`config.mk`:
```
export PLATFORM = sky130hd
export DESIGN_NAME = fragment_frame_reassembler_flat
export DESIGN_NICKNAME = d
export VERILOG_FILES = /design/src/sv/frr_pkg.sv /design/src/sv/frr_if.sv /design/src/sv/frr_hdr_chk.sv /design/src/sv/frr_crc.sv /design/src/sv/fragment_frame_reassembler.sv /design/src/flat_wrapper.sv
export SDC_FILE = /design/constraint.sdc
export NUM_CORES = 1
export LEC_CHECK = 0
export BUFFER_PORTS_ARGS = -buffer_cell sky130_fd_sc_hd__buf_2
export CAP_MARGIN = 20
export CORE_AREA = 2 2 265 202
export DETAILED_ROUTE_END_ITERATION = 16
export DIE_AREA = 0 0 267 204
export PLACE_DENSITY = 0.66
export SLEW_MARGIN = 25
export SYNTH_ARGS = -nofsm -noshare
export SYNTH_HDL_FRONTEND = slang
export SYNTH_HIERARCHICAL = 1
export SYNTH_SLANG_ARGS = --single-unit
```
`constraint.sdc`:
```
create_clock -name clk -period 11.35 [get_ports clk]
set_input_delay 2.27 -clock clk [delete_from_list [all_inputs] [get_ports clk]]
set_output_delay 2.27 -clock clk [all_outputs]
set_load 0.1 [all_outputs]
```
`src/sv/frr_pkg.sv`:
```
package frr_pkg;

  // Frame layout and protocol constants.
  localparam int          HEADER_BYTES = 9;
  localparam logic [7:0]  MAGIC_A      = 8'h56;
  localparam logic [7:0]  MAGIC_B      = 8'h55;
  localparam logic [15:0] CRC_INIT     = 16'hFFFF;
  localparam logic [15:0] CRC_POLY     = 16'h1021;
  localparam logic [15:0] CRC_MSB      = 16'h8000;

  // Result status codes.
  localparam logic [2:0] STAT_OK         = 3'd0;
  localparam logic [2:0] STAT_INCOMPLETE = 3'd1;
  localparam logic [2:0] STAT_INVALID    = 3'd2;
  localparam logic [2:0] STAT_BAD_LEN    = 3'd3;
  localparam logic [2:0] STAT_BAD_CRC    = 3'd4;

  // Sequencer states.
  typedef enum logic [3:0] {
    S_IDLE,
    S_JUDGE,
    S_CRC_RD,
    S_CRC_LD,
    S_CRC_BIT,
    S_CHECK,
    S_EMIT_RD,
    S_EMIT_PUT,
    S_PUT_ONE
  } fsm_t;

  // Commands to the CRC unit.
  typedef struct packed {
    logic init;
    logic load;
    logic step;
  } crc_ctl_t;

  // Header check result: chunk size and chunk base address in the store.
  typedef struct packed {
    logic       ok;
    logic [6:0] chunk;
    logic [8:0] base;
  } hdr_res_t;

endpackage

```
`src/sv/frr_if.sv`:
```
interface frr_in_if;
  logic       valid;
  logic       ready;
  logic [7:0] frame_byte;
  logic       frame_end;

  modport source (output valid, output frame_byte, output frame_end, input ready);
  modport sink   (input valid, input frame_byte, input frame_end, output ready);
endinterface

interface frr_out_if;
  logic       valid;
  logic       ready;
  logic [2:0] status;
  logic [7:0] completed_id;
  logic [7:0] payload_byte;
  logic       byte_valid;
  logic       last;

  modport source (output valid, output status, output completed_id, output payload_byte,
                  output byte_valid, output last, input ready);
  modport sink   (input valid, input status, input completed_id, input payload_byte,
                  input byte_valid, input last, output ready);
endinterface

```
`src/sv/frr_hdr_chk.sv`:
```
module frr_hdr_chk #(
  parameter int CHUNK_BYTES   = 8,
  parameter int PAYLOAD_MAX   = 48,
  parameter int FRAGMENTS_MAX = 8
) (
  input  logic [7:0]       hdr [frr_pkg::HEADER_BYTES],
  input  logic [7:0]       version,
  output frr_pkg::hdr_res_t res
);
  import frr_pkg::*;

  logic [7:0]  idx, cnt, tot;
  logic [15:0] cnt_hi, cnt_lo, base, rem, chunk;
  logic        magic_ok, tot_ok, cnt_ok;

  // The count must equal the number of chunks that the total length needs.
  always_comb begin
    idx      = hdr[4];
    cnt      = hdr[5];
    tot      = hdr[6];
    cnt_hi   = 16'(cnt) * 16'(CHUNK_BYTES);
    cnt_lo   = cnt_hi - 16'(CHUNK_BYTES);
    base     = 16'(idx) * 16'(CHUNK_BYTES);
    rem      = 16'(tot) - base;
    chunk    = (rem < 16'(CHUNK_BYTES)) ? rem : 16'(CHUNK_BYTES);
    magic_ok = (hdr[0] == MAGIC_A) && (hdr[1] == MAGIC_B) && (hdr[2] == version);
    tot_ok   = (tot != 8'd0) && (16'(tot) <= 16'(PAYLOAD_MAX));
    cnt_ok   = (cnt != 8'd0) && (cnt_lo < 16'(tot)) && (cnt_hi >= 16'(tot)) &&
               (16'(cnt) <= 16'(FRAGMENTS_MAX)) && (idx < cnt);
    res.ok    = magic_ok && tot_ok && cnt_ok;
    res.chunk = res.ok ? chunk[6:0] : 7'd0;
    res.base  = base[8:0];
  end

endmodule

```
`src/sv/frr_crc.sv`:
```
module frr_crc (
  input  logic              clk,
  input  logic              rst_n,
  input  frr_pkg::crc_ctl_t ctl,
  input  logic [7:0]        data,
  output logic [15:0]       crc
);
  import frr_pkg::*;

  logic [15:0] crc_r, crc_nxt;

  // One byte merge or one bit of the CRC-16/CCITT-FALSE division per cycle.
  always_comb begin
    crc_nxt = crc_r;
    if (ctl.init) begin
      crc_nxt = CRC_INIT;
    end else if (ctl.load) begin
      crc_nxt = crc_r ^ {data, 8'h00};
    end else if (ctl.step) begin
      if ((crc_r & CRC_MSB) != 16'h0000) begin
        crc_nxt = {crc_r[14:0], 1'b0} ^ CRC_POLY;
      end else begin
        crc_nxt = {crc_r[14:0], 1'b0};
      end
    end
  end

  always_ff @(posedge clk) begin
    if (!rst_n) begin
      crc_r <= CRC_INIT;
    end else begin
      crc_r <= crc_nxt;
    end
  end

  assign crc = crc_r;

endmodule

```
`src/sv/fragment_frame_reassembler.sv`:
```
// Fragment reassembler: frame bytes enter one per item, the last byte of a frame
// flagged by frame_end. A byte without frame_end gives no result. A frame end
// moves the block to a judging state; a frame that is judged invalid, short,
// mismatched or incomplete then gives one status item once the output register
// is free. When the last fragment of a message arrives, a single bit-serial CRC
// unit walks the stored payload byte by byte (one read, one merge, one shift per
// bit). On a CRC match each payload byte is read from the store and handed out,
// else a bad-CRC status item goes out; the input is held until the result is out.
// Results leave through an output register; a result waiting there delays the
// block only when the next result is due. The version register sits at address 0.
module fragment_frame_reassembler #(
  parameter int CHUNK_BYTES     = 8,
  parameter int PAYLOAD_MAX     = 48,
  parameter int FRAGMENTS_MAX   = 8,
  parameter int FRAME_MAX_BYTES = 17
) (
  input  logic              clk,
  input  logic              rst_n,
  frr_in_if.sink            in_ch,
  frr_out_if.source         out_ch,
  input  logic              psel,
  input  logic              penable,
  input  logic              pwrite,
  input  logic [2:0]        paddr,
  input  logic [31:0]       pwdata,
  output logic [31:0]       prdata,
  output logic              pready
);
  import frr_pkg::*;

  localparam int IW = (PAYLOAD_MAX > 1) ? $clog2(PAYLOAD_MAX) : 1;
  localparam int CW = $clog2(PAYLOAD_MAX + 1);

  fsm_t        state_r, state_nxt;
  logic [7:0]  pos_r, pos_nxt;
  logic [7:0]  hdr_r [HEADER_BYTES];
  logic [7:0]  hdr_nxt [HEADER_BYTES];
  logic [7:0]  ver_r, ver_nxt;
  logic [7:0]  sess_mask_r, sess_mask_nxt;
  logic [7:0]  sess_id_r, sess_id_nxt;
  logic [7:0]  sess_cnt_r, sess_cnt_nxt;
  logic [7:0]  sess_tot_r, sess_tot_nxt;
  logic [15:0] sess_crc_r, sess_crc_nxt;
  logic [2:0]  stat_r, stat_nxt;
  logic [CW-1:0] idx_r, idx_nxt;
  logic [2:0]  bit_r, bit_nxt;
  logic        ov_r, ov_nxt;
  logic [2:0]  o_stat_r, o_stat_nxt;
  logic [7:0]  o_id_r, o_id_nxt;
  logic [7:0]  o_byte_r, o_byte_nxt;
  logic        o_bv_r, o_bv_nxt;
  logic        o_last_r, o_last_nxt;

  logic [7:0]  mem [PAYLOAD_MAX];
  logic [7:0]  rd_data_r;

  hdr_res_t    hres;
  crc_ctl_t    crc_ctl;
  logic [15:0] crc_val;

  logic        accept, wr_en, slot_free, last_byte, done;
  logic [7:0]  k;
  logic [9:0]  at;
  logic [15:0] frame_crc;
  logic        len_bad, len_mis, new_sess, mism;
  logic [7:0]  mask_new;
  logic [8:0]  full9;
  logic [2:0]  judge_stat;

  frr_hdr_chk #(
    .CHUNK_BYTES   (CHUNK_BYTES),
    .PAYLOAD_MAX   (PAYLOAD_MAX),
    .FRAGMENTS_MAX (FRAGMENTS_MAX)
  ) u_hdr_chk (
    .hdr     (hdr_r),
    .version (ver_r),
    .res     (hres)
  );

  frr_crc u_crc (
    .clk   (clk),
    .rst_n (rst_n),
    .ctl   (crc_ctl),
    .data  (rd_data_r),
    .crc   (crc_val)
  );

  // Handshakes and configuration read-back.
  assign accept       = in_ch.valid && in_ch.ready;
  assign in_ch.ready  = (state_r == S_IDLE);
  assign slot_free    = !ov_r || out_ch.ready;
  assign out_ch.valid        = ov_r;
  assign out_ch.status       = o_stat_r;
  assign out_ch.completed_id = o_id_r;
  assign out_ch.payload_byte = o_byte_r;
  assign out_ch.byte_valid   = o_bv_r;
  assign out_ch.last         = o_last_r;
  assign pready = 1'b1;
  assign prdata = paddr[2] ? 32'd0 : {24'd0, ver_r};

  // Chunk bytes go to the store while they arrive.
  always_comb begin
    k     = pos_r - 8'(HEADER_BYTES);
    at    = 10'(hres.base) + 10'(k);
    wr_en = accept && (pos_r >= 8'(HEADER_BYTES)) && hres.ok &&
            (k < 8'(hres.chunk)) && (at < 10'(PAYLOAD_MAX));
  end

  // Judging a completed frame against the header and the open session.
  always_comb begin
    frame_crc = {hdr_r[8], hdr_r[7]};
    len_bad   = (pos_r < 8'(HEADER_BYTES)) || (pos_r > 8'(FRAME_MAX_BYTES));
    len_mis   = pos_r != (8'(HEADER_BYTES) + 8'(hres.chunk));
    new_sess  = (sess_mask_r == 8'd0) || (sess_id_r != hdr_r[3]);
    mism      = !new_sess && ((sess_cnt_r != hdr_r[5]) || (sess_tot_r != hdr_r[6]) ||
                              (sess_crc_r != frame_crc));
    mask_new  = (new_sess ? 8'd0 : sess_mask_r) | (8'd1 << hdr_r[4][2:0]);
    full9     = (9'd1 << hdr_r[5][3:0]) - 9'd1;
    if (len_bad || !hres.ok) begin
      judge_stat = STAT_INVALID;
    end else if (len_mis) begin
      judge_stat = STAT_BAD_LEN;
    end else if (mism) begin
      judge_stat = STAT_INVALID;
    end else if (mask_new != full9[7:0]) begin
      judge_stat = STAT_INCOMPLETE;
    end else begin
      judge_stat = STAT_OK;
    end
    last_byte = (9'(idx_r) + 9'd1) == 9'(sess_tot_r);
  end

  // Next state.
  always_comb begin
    state_nxt = state_r;
    case (state_r)
      S_IDLE:     if (accept && in_ch.frame_end) state_nxt = S_JUDGE;
      S_JUDGE:    state_nxt = (judge_stat == STAT_OK) ? S_CRC_RD : S_PUT_ONE;
      S_CRC_RD:   state_nxt = S_CRC_LD;
      S_CRC_LD:   state_nxt = S_CRC_BIT;
      S_CRC_BIT: begin
        if (bit_r == 3'd7) state_nxt = last_byte ? S_CHECK : S_CRC_RD;
      end
      S_CHECK:    state_nxt = (crc_val == sess_crc_r) ? S_EMIT_RD : S_PUT_ONE;
      S_EMIT_RD:  state_nxt = S_EMIT_PUT;
      S_EMIT_PUT: begin
        if (slot_free) state_nxt = last_byte ? S_IDLE : S_EMIT_RD;
      end
      S_PUT_ONE:  if (slot_free) state_nxt = S_IDLE;
      default:    state_nxt = S_IDLE;
    endcase
  end

  // Datapath and output register updates.
  always_comb begin
    pos_nxt       = pos_r;
    hdr_nxt       = hdr_r;
    ver_nxt       = ver_r;
    sess_mask_nxt = sess_mask_r;
    sess_id_nxt   = sess_id_r;
    sess_cnt_nxt  = sess_cnt_r;
    sess_tot_nxt  = sess_tot_r;
    sess_crc_nxt  = sess_crc_r;
    stat_nxt      = stat_r;
    idx_nxt       = idx_r;
    bit_nxt       = bit_r;
    ov_nxt        = ov_r && !out_ch.ready;
    o_stat_nxt    = o_stat_r;
    o_id_nxt      = o_id_r;
    o_byte_nxt    = o_byte_r;
    o_bv_nxt      = o_bv_r;
    o_last_nxt    = o_last_r;
    crc_ctl       = '0;
    done          = 1'b0;

    if (psel && penable && pwrite && pready && !paddr[2]) begin
      ver_nxt = pwdata[7:0];
    end

    case (state_r)
      S_IDLE: begin
        if (accept) begin
          if (pos_r < 8'(HEADER_BYTES)) hdr_nxt[pos_r[3:0]] = in_ch.frame_byte;
          if (pos_r != 8'hFF) pos_nxt = pos_r + 8'd1;
        end
      end
      S_JUDGE: begin
        stat_nxt = judge_stat;
        idx_nxt  = '0;
        bit_nxt  = 3'd0;
        crc_ctl.init = 1'b1;
        if ((judge_stat == STAT_INVALID) || (judge_stat == STAT_BAD_LEN)) begin
          sess_mask_nxt = 8'd0;
          sess_id_nxt   = 8'd0;
          sess_cnt_nxt  = 8'd0;
          sess_tot_nxt  = 8'd0;
          sess_crc_nxt  = 16'd0;
        end else begin
          if (new_sess) begin
            sess_id_nxt  = hdr_r[3];
            sess_cnt_nxt = hdr_r[5];
            sess_tot_nxt = hdr_r[6];
            sess_crc_nxt = frame_crc;
          end
          sess_mask_nxt = mask_new;
        end
      end
      S_CRC_LD: begin
        crc_ctl.load = 1'b1;
      end
      S_CRC_BIT: begin
        crc_ctl.step = 1'b1;
        bit_nxt      = bit_r + 3'd1;
        if (bit_r == 3'd7) idx_nxt = last_byte ? '0 : idx_r + CW'(1);
      end
      S_CHECK: begin
        // On a CRC match the total length stays until the payload has been streamed out.
        stat_nxt      = (crc_val == sess_crc_r) ? STAT_OK : STAT_BAD_CRC;
        sess_mask_nxt = 8'd0;
        sess_id_nxt   = 8'd0;
        sess_cnt_nxt  = 8'd0;
        if (crc_val != sess_crc_r) sess_tot_nxt = 8'd0;
        sess_crc_nxt  = 16'd0;
      end
      S_EMIT_PUT: begin
        if (slot_free) begin
          ov_nxt     = 1'b1;
          o_stat_nxt = STAT_OK;
          o_id_nxt   = hdr_r[3];
          o_byte_nxt = rd_data_r;
          o_bv_nxt   = 1'b1;
          o_last_nxt = last_byte;
          idx_nxt    = idx_r + CW'(1);
          done       = last_byte;
          if (last_byte) sess_tot_nxt = 8'd0;
        end
      end
      S_PUT_ONE: begin
        if (slot_free) begin
          ov_nxt     = 1'b1;
          o_stat_nxt = stat_r;
          o_id_nxt   = hdr_r[3];
          o_byte_nxt = 8'd0;
          o_bv_nxt   = 1'b0;
          o_last_nxt = 1'b1;
          done       = 1'b1;
        end
      end
      default: begin
      end
    endcase

    // A judged frame leaves a clean header for the next one.
    if (done) begin
      pos_nxt = 8'd0;
      for (int i = 0; i < HEADER_BYTES; i++) hdr_nxt[i] = 8'd0;
    end
  end

  // Control registers.
  always_ff @(posedge clk) begin
    if (!rst_n) begin
      state_r     <= S_IDLE;
      pos_r       <= 8'd0;
      ver_r       <= 8'd1;
      sess_mask_r <= 8'd0;
      sess_id_r   <= 8'd0;
      sess_cnt_r  <= 8'd0;
      sess_tot_r  <= 8'd0;
      sess_crc_r  <= 16'd0;
      ov_r        <= 1'b0;
      for (int i = 0; i < HEADER_BYTES; i++) hdr_r[i] <= 8'd0;
    end else begin
      state_r     <= state_nxt;
      pos_r       <= pos_nxt;
      ver_r       <= ver_nxt;
      sess_mask_r <= sess_mask_nxt;
      sess_id_r   <= sess_id_nxt;
      sess_cnt_r  <= sess_cnt_nxt;
      sess_tot_r  <= sess_tot_nxt;
      sess_crc_r  <= sess_crc_nxt;
      ov_r        <= ov_nxt;
      hdr_r       <= hdr_nxt;
    end
  end

  // Payload registers.
  always_ff @(posedge clk) begin
    stat_r   <= stat_nxt;
    idx_r    <= idx_nxt;
    bit_r    <= bit_nxt;
    o_stat_r <= o_stat_nxt;
    o_id_r   <= o_id_nxt;
    o_byte_r <= o_byte_nxt;
    o_bv_r   <= o_bv_nxt;
    o_last_r <= o_last_nxt;
  end

  // Payload store with a registered read port.
  always_ff @(posedge clk) begin
    if (wr_en) mem[at[IW-1:0]] <= in_ch.frame_byte;
    rd_data_r <= mem[idx_r[IW-1:0]];
  end

`ifndef ASSERT_OFF
  a_end_blocks_input: assert property (@(posedge clk) disable iff (!rst_n)
    accept && in_ch.frame_end |=> !in_ch.ready)
    else $error("input taken during judging");
  a_status_single_last: assert property (@(posedge clk) disable iff (!rst_n)
    ov_r && !o_bv_r |-> o_last_r)
    else $error("status item without last");
  a_payload_ok: assert property (@(posedge clk) disable iff (!rst_n)
    ov_r && o_bv_r |-> o_stat_r == STAT_OK)
    else $error("payload byte with error status");
  a_check_has_session: assert property (@(posedge clk) disable iff (!rst_n)
    state_r == S_CHECK |-> sess_mask_r != 8'd0)
    else $error("crc check without open session");
`endif

endmodule
```
`src/flat_wrapper.sv`:
```
// flat-port wrapper written by rule: the top's interface ports become plain ports
module fragment_frame_reassembler_flat import frr_pkg::*;
#(
  parameter int CHUNK_BYTES     = 8,
  parameter int PAYLOAD_MAX     = 48,
  parameter int FRAGMENTS_MAX   = 8,
  parameter int FRAME_MAX_BYTES = 17
)
  (clk, rst_n, psel, penable, pwrite, paddr, pwdata, prdata, pready, in_ch_valid, in_ch_frame_byte, in_ch_frame_end, in_ch_ready, out_ch_valid, out_ch_status, out_ch_completed_id, out_ch_payload_byte, out_ch_byte_valid, out_ch_last, out_ch_ready);
  frr_in_if in_ch_i ();
  frr_out_if out_ch_i ();
  input  logic clk;
  input  logic rst_n;
  input  logic psel;
  input  logic penable;
  input  logic pwrite;
  input  logic [2:0] paddr;
  input  logic [31:0] pwdata;
  output logic [31:0] prdata;
  output logic pready;
  input wire logic [$bits(in_ch_i.valid)-1:0] in_ch_valid;
  input wire logic [$bits(in_ch_i.frame_byte)-1:0] in_ch_frame_byte;
  input wire logic [$bits(in_ch_i.frame_end)-1:0] in_ch_frame_end;
  output wire logic [$bits(in_ch_i.ready)-1:0] in_ch_ready;
  output wire logic [$bits(out_ch_i.valid)-1:0] out_ch_valid;
  output wire logic [$bits(out_ch_i.status)-1:0] out_ch_status;
  output wire logic [$bits(out_ch_i.completed_id)-1:0] out_ch_completed_id;
  output wire logic [$bits(out_ch_i.payload_byte)-1:0] out_ch_payload_byte;
  output wire logic [$bits(out_ch_i.byte_valid)-1:0] out_ch_byte_valid;
  output wire logic [$bits(out_ch_i.last)-1:0] out_ch_last;
  input wire logic [$bits(out_ch_i.ready)-1:0] out_ch_ready;
  assign in_ch_i.valid = in_ch_valid;
  assign in_ch_i.frame_byte = in_ch_frame_byte;
  assign in_ch_i.frame_end = in_ch_frame_end;
  assign in_ch_ready = in_ch_i.ready;
  assign out_ch_valid = out_ch_i.valid;
  assign out_ch_status = out_ch_i.status;
  assign out_ch_completed_id = out_ch_i.completed_id;
  assign out_ch_payload_byte = out_ch_i.payload_byte;
  assign out_ch_byte_valid = out_ch_i.byte_valid;
  assign out_ch_last = out_ch_i.last;
  assign out_ch_i.ready = out_ch_ready;
  fragment_frame_reassembler #(.CHUNK_BYTES(CHUNK_BYTES), .PAYLOAD_MAX(PAYLOAD_MAX), .FRAGMENTS_MAX(FRAGMENTS_MAX), .FRAME_MAX_BYTES(FRAME_MAX_BYTES)) u_core (.clk(clk), .rst_n(rst_n), .in_ch(in_ch_i), .out_ch(out_ch_i), .psel(psel), .penable(penable), .pwrite(pwrite), .paddr(paddr), .pwdata(pwdata), .prdata(prdata), .pready(pready));
endmodule
```
==> impl_metrics.tcl <==
set metrics [dict create \
    grt_max_degree 101 \
    ys_seq_elements 582 \
    fillers 4194 \
    rsz0062_at_grt "no" \
    cts-root-buf "clkbuf_16" \
    port_buffers 55 \
    cts-resized-gates 0 \
    holdBufCountCts 0 \
    drv_cap 0 \
    irDropWorstVdd_uv 144 \
    timing.final.crit_period_ps 6440 \
    finalSetupViolCount 0 \
    crit_required_ps 11570 \
    synthFlopType "edfxtp_1" \
    area_growth_pct 9.92 \
    die_h_microns 204 \
    outcome "finished clean" \
    hold_viol 0 \
    gp_congestion 0.852 \
    wl_met1_microns 26900 \
    fmax_mhz 155 \
    fin_tns_setup_ps 0 \
    core_area_sq_mm 0.0522 \
    slew_headroom 0.285 \
    grt_usage 0.216 \
    ios 107 \
    die_area_sq_mm 0.0545 \
    post_cts_buffers 0 \
    vias 15349 \
    preCtsSetupSlack_ps 5010 \
    h-tree-depth 2 \
    drcViolationCount 0 \
    path_clk_slew_ps 60 \
    clock_latency_ps 610 \
    nNetsFinal 1976 \
    drtIter0Drc 1633 \
    worst_pin_slew_ps 1070 \
    final_common_cell "edfxtp_1" \
    wl_met3_microns 4600 \
    grt_pass1_vias 14757 \
    dr.pass1.iters 6 \
    synthesis.area_sq_mm 0.0257 \
    path_class "reg2reg" \
    setup_ws_ps 4910 \
    p_leak_nw 9.40 \
    end_kind "register" \
    ant_nets 0 \
    p_total_w 0.00454 \
    async_reset_ff_frac 0 \
    initial_core_util 0.492 \
    cp_max_fo 13 \
    ys_seq_area_frac 0.617 \
    fin_skew_ps 27.4 \
    antenna_found_initial 0 \
    die_x_microns 267 \
    cellPowerDensity_mw_per_mm2 161 \
    cp_data_arrival_time_ps 6660 \
    drt-total-wl_microns 58200 \
    place.detailed.hpwl_microns 36300 \
    route.met2.wl_microns 25800 \
    overflow 0 \
    crit_path_start_kind "register" \
    drive_gt1_frac 0.170 \
    synth_edf_count 417 \
    postSynthCellCount 1839 \
    cts_buffers 56 \
    syn_area_per_cell_sq_um 14.0 \
    hp-class "reg2reg" \
    cts.path.max_buffers 3 \
    vias_per_cell 5.83 \
    rows 73 \
    clock_sinks 582 \
    routedWlPerCell_microns 22.1 \
    finalMaxSlewViolations 0 \
    ys_warn_count 6 \
    ys_types 84 \
    final_cell_mix "edfxtp_1, dfxtp_1, nand2_1, mux4_2, nand3_1" \
    grt_pass1_wl_microns 89000 \
    top_layer_used "met4" \
    post-route-period-util 0.568 \
    cts_tree "done" \
]
-- per-layer routing --
| metal | up-vias | GRT usage |
|---|---|---|
| met4 | 0 | 0.0508 |
| met2 | 537 | 0.319 |
| met5 | - | 0 |
| met3 | 69 | 0.0448 |
| met1 | 7770 | 0.330 |
| li1 | 6973 | - |
-- metrics by stage --
| step | hold WS [ps] | utilization | cells | instance area, sq um |
|---|---|---|---|---|
| 6_report | 461 | 0.541 | 2634 | 28200 |
| 4_1_cts | 461 | 0.540 | 2632 | 28200 |
| 2_1_floorplan | 431 | - | 1867 | 25800 |
| 5_1_grt | 480 | 0.541 | 2633 | 28200 |
| 3_3_place_gp | 438 | 0.507 | 2528 | 26400 |
| 3_5_place_dp | 452 | 0.507 | 2528 | 26400 |
-- cell families (layout without fill, tap and decap cells) --
kind of cell | Yosys count | after routing | synth area share
xor gates and xnor gates | 109 | 109 | 0.0372
and+or+nand+nor | 524 | 524 | 0.105
other | 3 | 32 | 0.000439
adders and majority gates | 50 | 50 | 0.0250
buffers and inverters | 180 | 234 | 0.0363
DFF | 582 | 582 | 0.617
muxes | 155 | 155 | 0.119
AOI/OAI and AO/OA | 236 | 236 | 0.0606
-- final cells by class --
type                    instances  area (sq um)  area share
well taps                     712           891      0.0316
repair buffers                 89           553      0.0196
flip-flops and latches        582         15800       0.561
inverters                      41           154     0.00546
multi-input cells            1105          9040       0.321
clock buffers                  73          1480      0.0523
diodes                          1          2.50   0.0000887
clock inverters                31           267     0.00945
-- synthesized netlist by cell type, types with 30 or more instances --
cell type / number / area (sq um)
clkbuf_1: 46 / 173
xnor2_1: 77 / 674
nor3_1: 30 / 150
a21oi_1: 70 / 350
o21ai_0: 37 / 185
buf_2: 34 / 170
buf_4: 39 / 293
nand3_1: 104 / 521
mux4_2: 120 / 2700
nor2_1: 102 / 383
inv_1: 39 / 146
nand2_1: 142 / 533
xor2_1: 32 / 280
nor2b_1: 30 / 188
edfxtp_1: 417 / 12500
ha_1: 48 / 601
mux2i_1: 35 / 350
dfxtp_1: 165 / 3300
-- power breakdown --
| part | internal (W) | switching, W |
|---|---|---|
| sequential | 0.00230 | 0.0000235 |
| combinational | 0.000129 | 0.000312 |
| clock | 0.000988 | 0.000790 |
| total | 0.00341 | 0.00113 |
-- flip-flops by register name (all words and copies together), names as in the netlist, 4 cells and up --
register                    flops
u_core/mem                    384
u_core/out_ch.completed_id      8
u_core/idx_r                    6
u_core/ver_r                    8
u_core/sess_cnt_r               8
u_core/out_ch.payload_byte      8
u_core/hdr_r                   56
u_core/u_crc/crc               16
u_core/state_r                  4
u_core/sess_mask_r              8
u_core/pos_r                    8
u_core/sess_crc_r              16
u_core/rd_data_r                8
u_core/sess_id_r                8
u_core/sess_tot_r               8
u_core/frame_crc               16
-- final timing paths --
check                                              startpoint                       endpoint  slack (ps)  depth (start not counted)
worst max-delay path            u_core/hdr_r[24]$_SDFFE_PP0P_    u_core/mem[31][2]$_DFFE_PP_        4910                         19
worst min-delay path            u_core/hdr_r[62]$_SDFFE_PP0P_  u_core/hdr_r[62]$_SDFFE_PP0P_         460                          2
worst max register to register  u_core/hdr_r[24]$_SDFFE_PP0P_    u_core/mem[31][2]$_DFFE_PP_        4910                         19
worst min register to register  u_core/hdr_r[62]$_SDFFE_PP0P_  u_core/hdr_r[62]$_SDFFE_PP0P_         460                          2
-- worst max-delay path, cell delays in order, from the launching register on --
cell and delay, ps:
dfxtp_1 640, inv_1 200, ha_1 290, and3_4 200, xnor2_1 120, ha_1 340
a311oi_1 320, nand4_1 120, or4_1 680, nor3_2 340, inv_1 80, ha_1 290
nor2b_1 130, o21a_1 160, o21a_1 170, o21a_1 160, o21a_1 160, o21ai_1 340
nand3_1 440, nor2_1 870
No activity file was read; power rests on OpenSTA's default activity.
